File: src/sv/smdg_pkg.sv
`default_nettype none
// ----------------------------------------------------------------------------
// smdg_pkg
// shared types and constants for the stereo modulated delay/gain core
// ----------------------------------------------------------------------------
package smdg_pkg;

    localparam int SAMPLE_W = 24;
    localparam int COEF_W   = 17;
    localparam logic [COEF_W-1:0] UNITY = 17'd65536;

    localparam logic signed [SAMPLE_W-1:0] SAMPLE_MAX = 24'sh7FFFFF;
    localparam logic signed [SAMPLE_W-1:0] SAMPLE_MIN = -24'sh800000;

    typedef enum logic [2:0] {
        CFG_DELAY_SPAN     = 3'd0,
        CFG_SMOOTH_COEF    = 3'd1,
        CFG_ATTACK_COEF    = 3'd2,
        CFG_RELEASE_COEF   = 3'd3,
        CFG_MIX_AMOUNT     = 3'd4,
        CFG_JUMP_THRESHOLD = 3'd5,
        CFG_XFADE_STEP     = 3'd6,
        CFG_EFFECT_ON      = 3'd7
    } smdg_cfg_idx_t;

    typedef struct packed {
        logic [15:0]       delay_span;
        logic [COEF_W-1:0] smooth_coef;
        logic [COEF_W-1:0] attack_coef;
        logic [COEF_W-1:0] release_coef;
        logic [COEF_W-1:0] mix_amount;
        logic [15:0]       jump_threshold;
        logic [13:0]       crossfade_step;
        logic              effect_on;
    } smdg_cfg_t;

    // per-sample levels handed from control to the lanes
    typedef struct packed {
        logic [COEF_W-1:0] fade_level;
        logic [COEF_W-1:0] gain_level;
        logic [COEF_W-1:0] amt;
    } smdg_mix_t;

    function automatic logic [COEF_W-1:0] sat_unity(input logic [COEF_W-1:0] c);
        sat_unity = c[COEF_W-1] ? UNITY : c;
    endfunction

endpackage : smdg_pkg
`default_nettype wire

File: src/sv/smdg_ctrl.sv
`default_nettype none
// ----------------------------------------------------------------------------
// smdg_ctrl
// delay target, glide/jump, crossfade, gain envelope and bypass ramp state
// ----------------------------------------------------------------------------
module smdg_ctrl
    import smdg_pkg::*;
#(
    parameter int RING_DEPTH          = 65536,
    parameter int BYPASS_RAMP_SAMPLES = 256,
    localparam int AW = $clog2(RING_DEPTH),
    localparam int DW = AW + 16
)
(
    input  wire logic                clk,
    input  wire logic                rst_n,
    input  wire smdg_cfg_t           cfg,
    input  wire logic                start,
    input  wire logic [COEF_W-1:0]   delay_env,
    input  wire logic [COEF_W-1:0]   gain_env,
    input  wire logic                commit,
    output logic                     done,
    output logic [AW-1:0]            wr_index,
    output logic                     wrapped,
    output logic [DW-1:0]            delay_cur,
    output logic [DW-1:0]            delay_fade,
    output smdg_mix_t                mix
);

    localparam int XW = (DW > 33) ? DW : 33;
    localparam int YW = (DW + 1 > 32) ? DW + 1 : 32;
    localparam int GW = DW + 18;
    localparam logic [DW-1:0] MAX_DELAY = DW'(64'(RING_DEPTH - 8) << 16);
    localparam logic [DW-1:0] MIN_DELAY = DW'(64'(2) << 16);
    localparam int STEP_RAW = 65536 / BYPASS_RAMP_SAMPLES;
    localparam logic [COEF_W-1:0] BYP_STEP = COEF_W'((STEP_RAW < 1) ? 1 : STEP_RAW);

    typedef enum logic [2:0] {C_IDLE, C_TGT, C_GLIDE, C_UPD, C_AMT} state_t;

    state_t                  state_reg;
    logic                    done_reg;
    logic [COEF_W-1:0]       denv_reg;
    logic [COEF_W-1:0]       genv_reg;
    logic [32:0]             tprod_reg;
    logic signed [35:0]      gprod_reg;
    logic signed [GW-1:0]    glprod_reg;
    logic [33:0]             aprod_reg;
    logic [AW-1:0]           wi_reg;
    logic                    wrapped_reg;
    logic                    primed_reg;
    logic [DW-1:0]           cur_reg;
    logic [DW-1:0]           prev_reg;
    logic [DW-1:0]           fade_delay_reg;
    logic [COEF_W-1:0]       fade_level_reg;
    logic [COEF_W-1:0]       fade_use_reg;
    logic [COEF_W-1:0]       gain_reg;
    logic [COEF_W-1:0]       bypass_reg;
    logic [COEF_W-1:0]       amt_reg;

    logic [XW-1:0]           tx;
    logic [DW-1:0]           target;
    logic signed [DW:0]      tdiff;
    logic [DW:0]             tabs;
    logic                    is_jump;
    logic signed [DW:0]      gldiff;
    logic signed [DW+1:0]    cur_sum;
    logic signed [17:0]      gdiff;
    logic [COEF_W-1:0]       gcoef;
    logic signed [18:0]      gain_sum;
    logic [COEF_W:0]         byp_up;
    logic [COEF_W-1:0]       byp_next;
    logic [COEF_W:0]         fade_sub;

    always_comb
    begin
        tx = XW'(tprod_reg);
        if (tx > XW'(MAX_DELAY))
            target = MAX_DELAY;
        else
            target = DW'(tx);
        if (target != '0 && target < MIN_DELAY)
            target = MIN_DELAY;

        tdiff   = $signed({1'b0, target}) - $signed({1'b0, prev_reg});
        tabs    = tdiff[DW] ? (DW+1)'(-tdiff) : (DW+1)'(tdiff);
        is_jump = (YW'(tabs) > YW'({cfg.jump_threshold, 16'h0000})) && primed_reg;

        gldiff  = $signed({1'b0, target}) - $signed({1'b0, cur_reg});
        cur_sum = $signed({2'b00, cur_reg})
                + (DW+2)'((glprod_reg + GW'(32768)) >>> 16);

        gdiff    = $signed({1'b0, genv_reg}) - $signed({1'b0, gain_reg});
        gcoef    = (genv_reg > gain_reg) ? sat_unity(cfg.attack_coef)
                                         : sat_unity(cfg.release_coef);
        gain_sum = $signed({2'b00, gain_reg}) + 19'((gprod_reg + 36'sd32768) >>> 16);

        byp_up = {1'b0, bypass_reg} + {1'b0, BYP_STEP};
        if (cfg.effect_on)
            byp_next = (byp_up > {1'b0, UNITY}) ? UNITY : COEF_W'(byp_up);
        else
            byp_next = (bypass_reg < BYP_STEP) ? '0 : bypass_reg - BYP_STEP;

        fade_sub = {1'b0, fade_level_reg} - {4'b0000, cfg.crossfade_step};
    end

    always_ff @(posedge clk or negedge rst_n)
    begin
        if (!rst_n)
        begin
            state_reg      <= C_IDLE;
            done_reg       <= 1'b0;
            wi_reg         <= '0;
            wrapped_reg    <= 1'b0;
            primed_reg     <= 1'b0;
            cur_reg        <= '0;
            prev_reg       <= '0;
            fade_delay_reg <= '0;
            fade_level_reg <= '0;
            fade_use_reg   <= '0;
            gain_reg       <= UNITY;
            bypass_reg     <= UNITY;
            amt_reg        <= '0;
        end
        else
        begin
            done_reg <= 1'b0;
            if (commit)
            begin
                wi_reg     <= wi_reg + 1'b1;
                primed_reg <= 1'b1;
                if (wi_reg == '1)
                    wrapped_reg <= 1'b1;
            end
            unique case (state_reg)
                C_IDLE:
                begin
                    if (start)
                        state_reg <= C_TGT;
                end
                C_TGT:
                begin
                    state_reg <= C_GLIDE;
                end
                C_GLIDE:
                begin
                    prev_reg   <= target;
                    gain_reg   <= COEF_W'(gain_sum);
                    bypass_reg <= byp_next;
                    if (cfg.smooth_coef[COEF_W-1])
                    begin
                        cur_reg <= target;
                        if (is_jump)
                        begin
                            fade_delay_reg <= cur_reg;
                            fade_level_reg <= UNITY;
                        end
                    end
                    state_reg <= C_UPD;
                end
                C_UPD:
                begin
                    if (!cfg.smooth_coef[COEF_W-1])
                        cur_reg <= DW'(cur_sum);
                    fade_use_reg <= fade_level_reg;
                    if (fade_level_reg != '0)
                        fade_level_reg <= fade_sub[COEF_W] ? '0 : COEF_W'(fade_sub);
                    state_reg <= C_AMT;
                end
                C_AMT:
                begin
                    amt_reg   <= COEF_W'((aprod_reg + 34'd32768) >> 16);
                    done_reg  <= 1'b1;
                    state_reg <= C_IDLE;
                end
                default:
                begin
                    state_reg <= C_IDLE;
                end
            endcase
        end
    end

    // arithmetic datapath registers
    always_ff @(posedge clk)
    begin
        if (start && state_reg == C_IDLE)
        begin
            denv_reg <= delay_env;
            genv_reg <= gain_env;
        end
        tprod_reg  <= 33'(denv_reg) * 33'(cfg.delay_span);
        gprod_reg  <= 36'(gdiff) * $signed({19'b0, gcoef});
        glprod_reg <= GW'(gldiff) * $signed({{(GW-16){1'b0}}, cfg.smooth_coef[15:0]});
        aprod_reg  <= 34'(sat_unity(cfg.mix_amount)) * 34'(bypass_reg);
    end

    assign done           = done_reg;
    assign wr_index       = wi_reg;
    assign wrapped        = wrapped_reg;
    assign delay_cur      = cur_reg;
    assign delay_fade     = fade_delay_reg;
    assign mix.fade_level = fade_use_reg;
    assign mix.gain_level = gain_reg;
    assign mix.amt        = amt_reg;

endmodule : smdg_ctrl
`default_nettype wire

File: config.mk
export PLATFORM = sky130hd
export DESIGN_NAME = smdg_ctrl
export DESIGN_NICKNAME = d
export VERILOG_FILES = /design/src/sv/smdg_pkg.sv /design/src/sv/smdg_ctrl.sv
export SDC_FILE = /design/constraint.sdc
export NUM_CORES = 2
export LEC_CHECK = 0
export ABC_AREA = 1
export BUFFER_PORTS_ARGS = -buffer_cell sky130_fd_sc_hd__buf_2
export CORE_MARGIN = 2
export CORE_UTILIZATION = 45
export CTS_CLUSTER_DIAMETER = 30
export CTS_CLUSTER_SIZE = 40
export DETAILED_ROUTE_END_ITERATION = 8
export PLACE_DENSITY = 0.67
export SYNTH_ARGS = -nofsm -noshare
export SYNTH_HDL_FRONTEND = slang
export SYNTH_SLANG_ARGS = --single-unit
File: constraint.sdc
create_clock -name clk -period 26 [get_ports clk]
set_input_delay 5.2 -clock clk [delete_from_list [all_inputs] [get_ports clk]]
set_output_delay 5.2 -clock clk [all_outputs]
set_load 0.03 [all_outputs]
==> metrics <==
outcome finished clean; post-route setup TNS 0 ns; CTS Buf Count 80; Routed WL 190.3 mm; post-synthesis mux area share 0%; Crit-path slowest cell o31ai_1; average size of a mapped cell 8.010 um^2; Root Driver clkbuf_16; CTS H-tree lvls 3; Req. time, crit path 26.59 ns; GPL Wtd Cong 0.9491; fin. max-slew vios 0; deepest clock path buffer count 3; Post-CTS Setup Bufs 0; Synth Area in XOR/XNOR 4.177%; port bufs 285; Worst-path clk slew 0.04 ns; register area share after synthesis 12.03%; max-cap check violation count 0; CTS tree built; I/O pins 286; Max Clock Freq 84.92 MHz; Critical Path Sink Type register; most frequent cells in the layout inv_1 (2003), nand2_1 (1647), fa_1 (1196), nor2_1 (715), ha_1 (567); crit path max fanout 12; Synth Area in Compound Gates 6.373%; first-pass GRT wire length 307.2 mm; Least-Margin Pin Slew 1.370 ns; HP Class register to register; largest net degree at the start of global routing 72; global route overflow 0; Synth async-reset ratio 58.91%; Top FF cell, synth dfrtp_1; placed insts 10340; post-layout instance count excluding filler cells 10490; Core Region 145700 um^2; # rows 140; Top cell by count, worst path inv_1; Worst-Skew Late Latency 0.68 ns; RSZ-0062 raised after global routing false; largest family of logic cells by synthesized area adder cells; critical setup path kind register to register; post-CTS sizing 0; Area Growth Syn to Fin 10.18%; routed vias/inst 5.140; Post-synth EDFFs 34; 1st-iter DRT viols 3703; Synth Area in Adders 47.01%; CP max stage delay 0.61 ns; clk_skew 0.03295 ns; Initial Util 45.30%; Syn Inst Count 8243; Setup Viol. Count Final 0; Global Route Usage Sum 25.99%; drt wl/cell 18.13 um; CTS sink count 331; initial antenna violation count 10; share of cells above drive strength 1 7.160%; residual DRC count 0; Horiz. Die Dim 387.0 um; FF+latch count, synth 331; via count 53940; CTS Hold Buffers Added 0; Cell variety after synth 71; Final min period 11.78 ns; DP Wirelength 156.7 mm; Hold Slack 0.4612 ns; Post-Synth Simple-Gate Area 17.32%; Worst Path Arrival 12.37 ns; relative slew slack 8.324%; Tcrit/Tclk final 45.29%; Fin. Hold Viols 0; drt first pass iters 8; number of global-route vias before repair 56770; nets 10420; CP startpoint kind register; cell area after synthesis 66020 um^2; Final ANT Viol Nets 0; commonest non-fill, non-tap cell in the layout inv_1; Die H 387.0 um; DIE AREA 149800 um^2; Syn. warnings 0
[layer usage]
| layer | track usage, % | vias up | part of all wire (%) |
|---|---|---|---|
| met2 | 41.38 | 1987 | 45 |
| met3 | 5.336 | 434 | 7.9 |
| li1 | - | 25030 | - |
| met1 | 34.82 | 26480 | 43 |
| met5 | 0.06380 | - | 0.010 |
| met4 | 10.11 | 2 | 4.5 |
[Yosys cell counts, drive strengths merged (3+ instances only)]
| library cell | instances | share of area [%] |
|---|---|---|
| nand3b | 10 | 0.11 |
| o22ai | 18 | 0.17 |
| nor3b | 5 | 0.064 |
| a21boi | 12 | 0.14 |
| o221a | 4 | 0.068 |
| o311ai | 4 | 0.053 |
| o2111ai | 4 | 0.053 |
| o21bai | 23 | 0.27 |
| buf | 44 | 0.37 |
| clkinv | 14 | 0.081 |
| a21oi | 310 | 2.4 |
| nor2 | 729 | 4.2 |
| a31oi | 22 | 0.21 |
| nand3 | 225 | 1.7 |
| o21ai | 246 | 1.9 |
| and2 | 3 | 0.028 |
| xor2 | 206 | 2.7 |
| clkbuf | 195 | 1.1 |
| o31ai | 9 | 0.10 |
| nand4 | 55 | 0.55 |
| dfxtp | 102 | 3.1 |
| o21a | 17 | 0.19 |
| or2 | 46 | 0.44 |
| nor4 | 20 | 0.20 |
| dfrtp | 193 | 7.3 |
| fa | 1196 | 36 |
| a21o | 15 | 0.17 |
| a22oi | 6 | 0.091 |
| a221oi | 5 | 0.066 |
| nor3 | 59 | 0.49 |
| inv | 2026 | 12 |
| xnor2 | 108 | 1.4 |
| o221ai | 5 | 0.066 |
| a211oi | 5 | 0.057 |
| edfxtp | 34 | 1.5 |
| ha | 567 | 11 |
| o211ai | 27 | 0.31 |
| nand2 | 1660 | 9.5 |
[metrics by stage]
stage,worst slack (ns),utilization [%],area (um^2)
global placement,13.91,47.80,69670
floorplan,14.91,-,66350
global route,13.53,49.91,72740
detailed placement,13.80,47.80,69670
CTS,14.41,49.91,72740
finish,14.22,49.92,72750
[path summary, 6_finish.rpt]
check / cells after the start / endpoint / start / slack (ns)
max: 51 / glprod_reg[46] / tprod_reg[10] / 14.22
min in group asynchronous: 1 / wr_index[14] / rst_n / 4.47
max reg2reg: 51 / glprod_reg[46] / tprod_reg[10] / 14.22
min: 2 / delay_fade[2] / delay_fade[2] / 0.46
max in group asynchronous: 3 / prev_reg[25] / rst_n / 19.28
min reg2reg: 2 / delay_fade[2] / delay_fade[2] / 0.46
[worst max-delay path, delay by kind of cell (launching register included)]
kind	cells	cell delay (ns)
adder cells (fa/ha/maj)	8	3.84
buffers and inverters	9	0.87
XOR/XNOR	1	0.16
flip-flops	1	0.32
AO/OA/AOI/OAI	11	2.52
AND/OR/NAND/NOR	22	3.99
[cell type report]
type,count,area [um^2]
multi-input cells,5720,49850
well taps,1917,2399
flip-flops and latches,331,7945
fillers,14000,72990
clock buffers,99,2225
inverters,2040,7659
diodes,2,5.005
clock inverters,50,850.8
repair buffers,335,1812
[cell families after synthesis]
family | after synthesis
compound gates | 740
xor+xnor | 314
buf+inv | 2279
flops | 331
other cells | 2
simple gates | 2814
fa+ha+maj | 1763
Power is left out: the tool's default activity adds up to more than one toggle a clock period on the data nets, which glitch-free logic cannot reach.
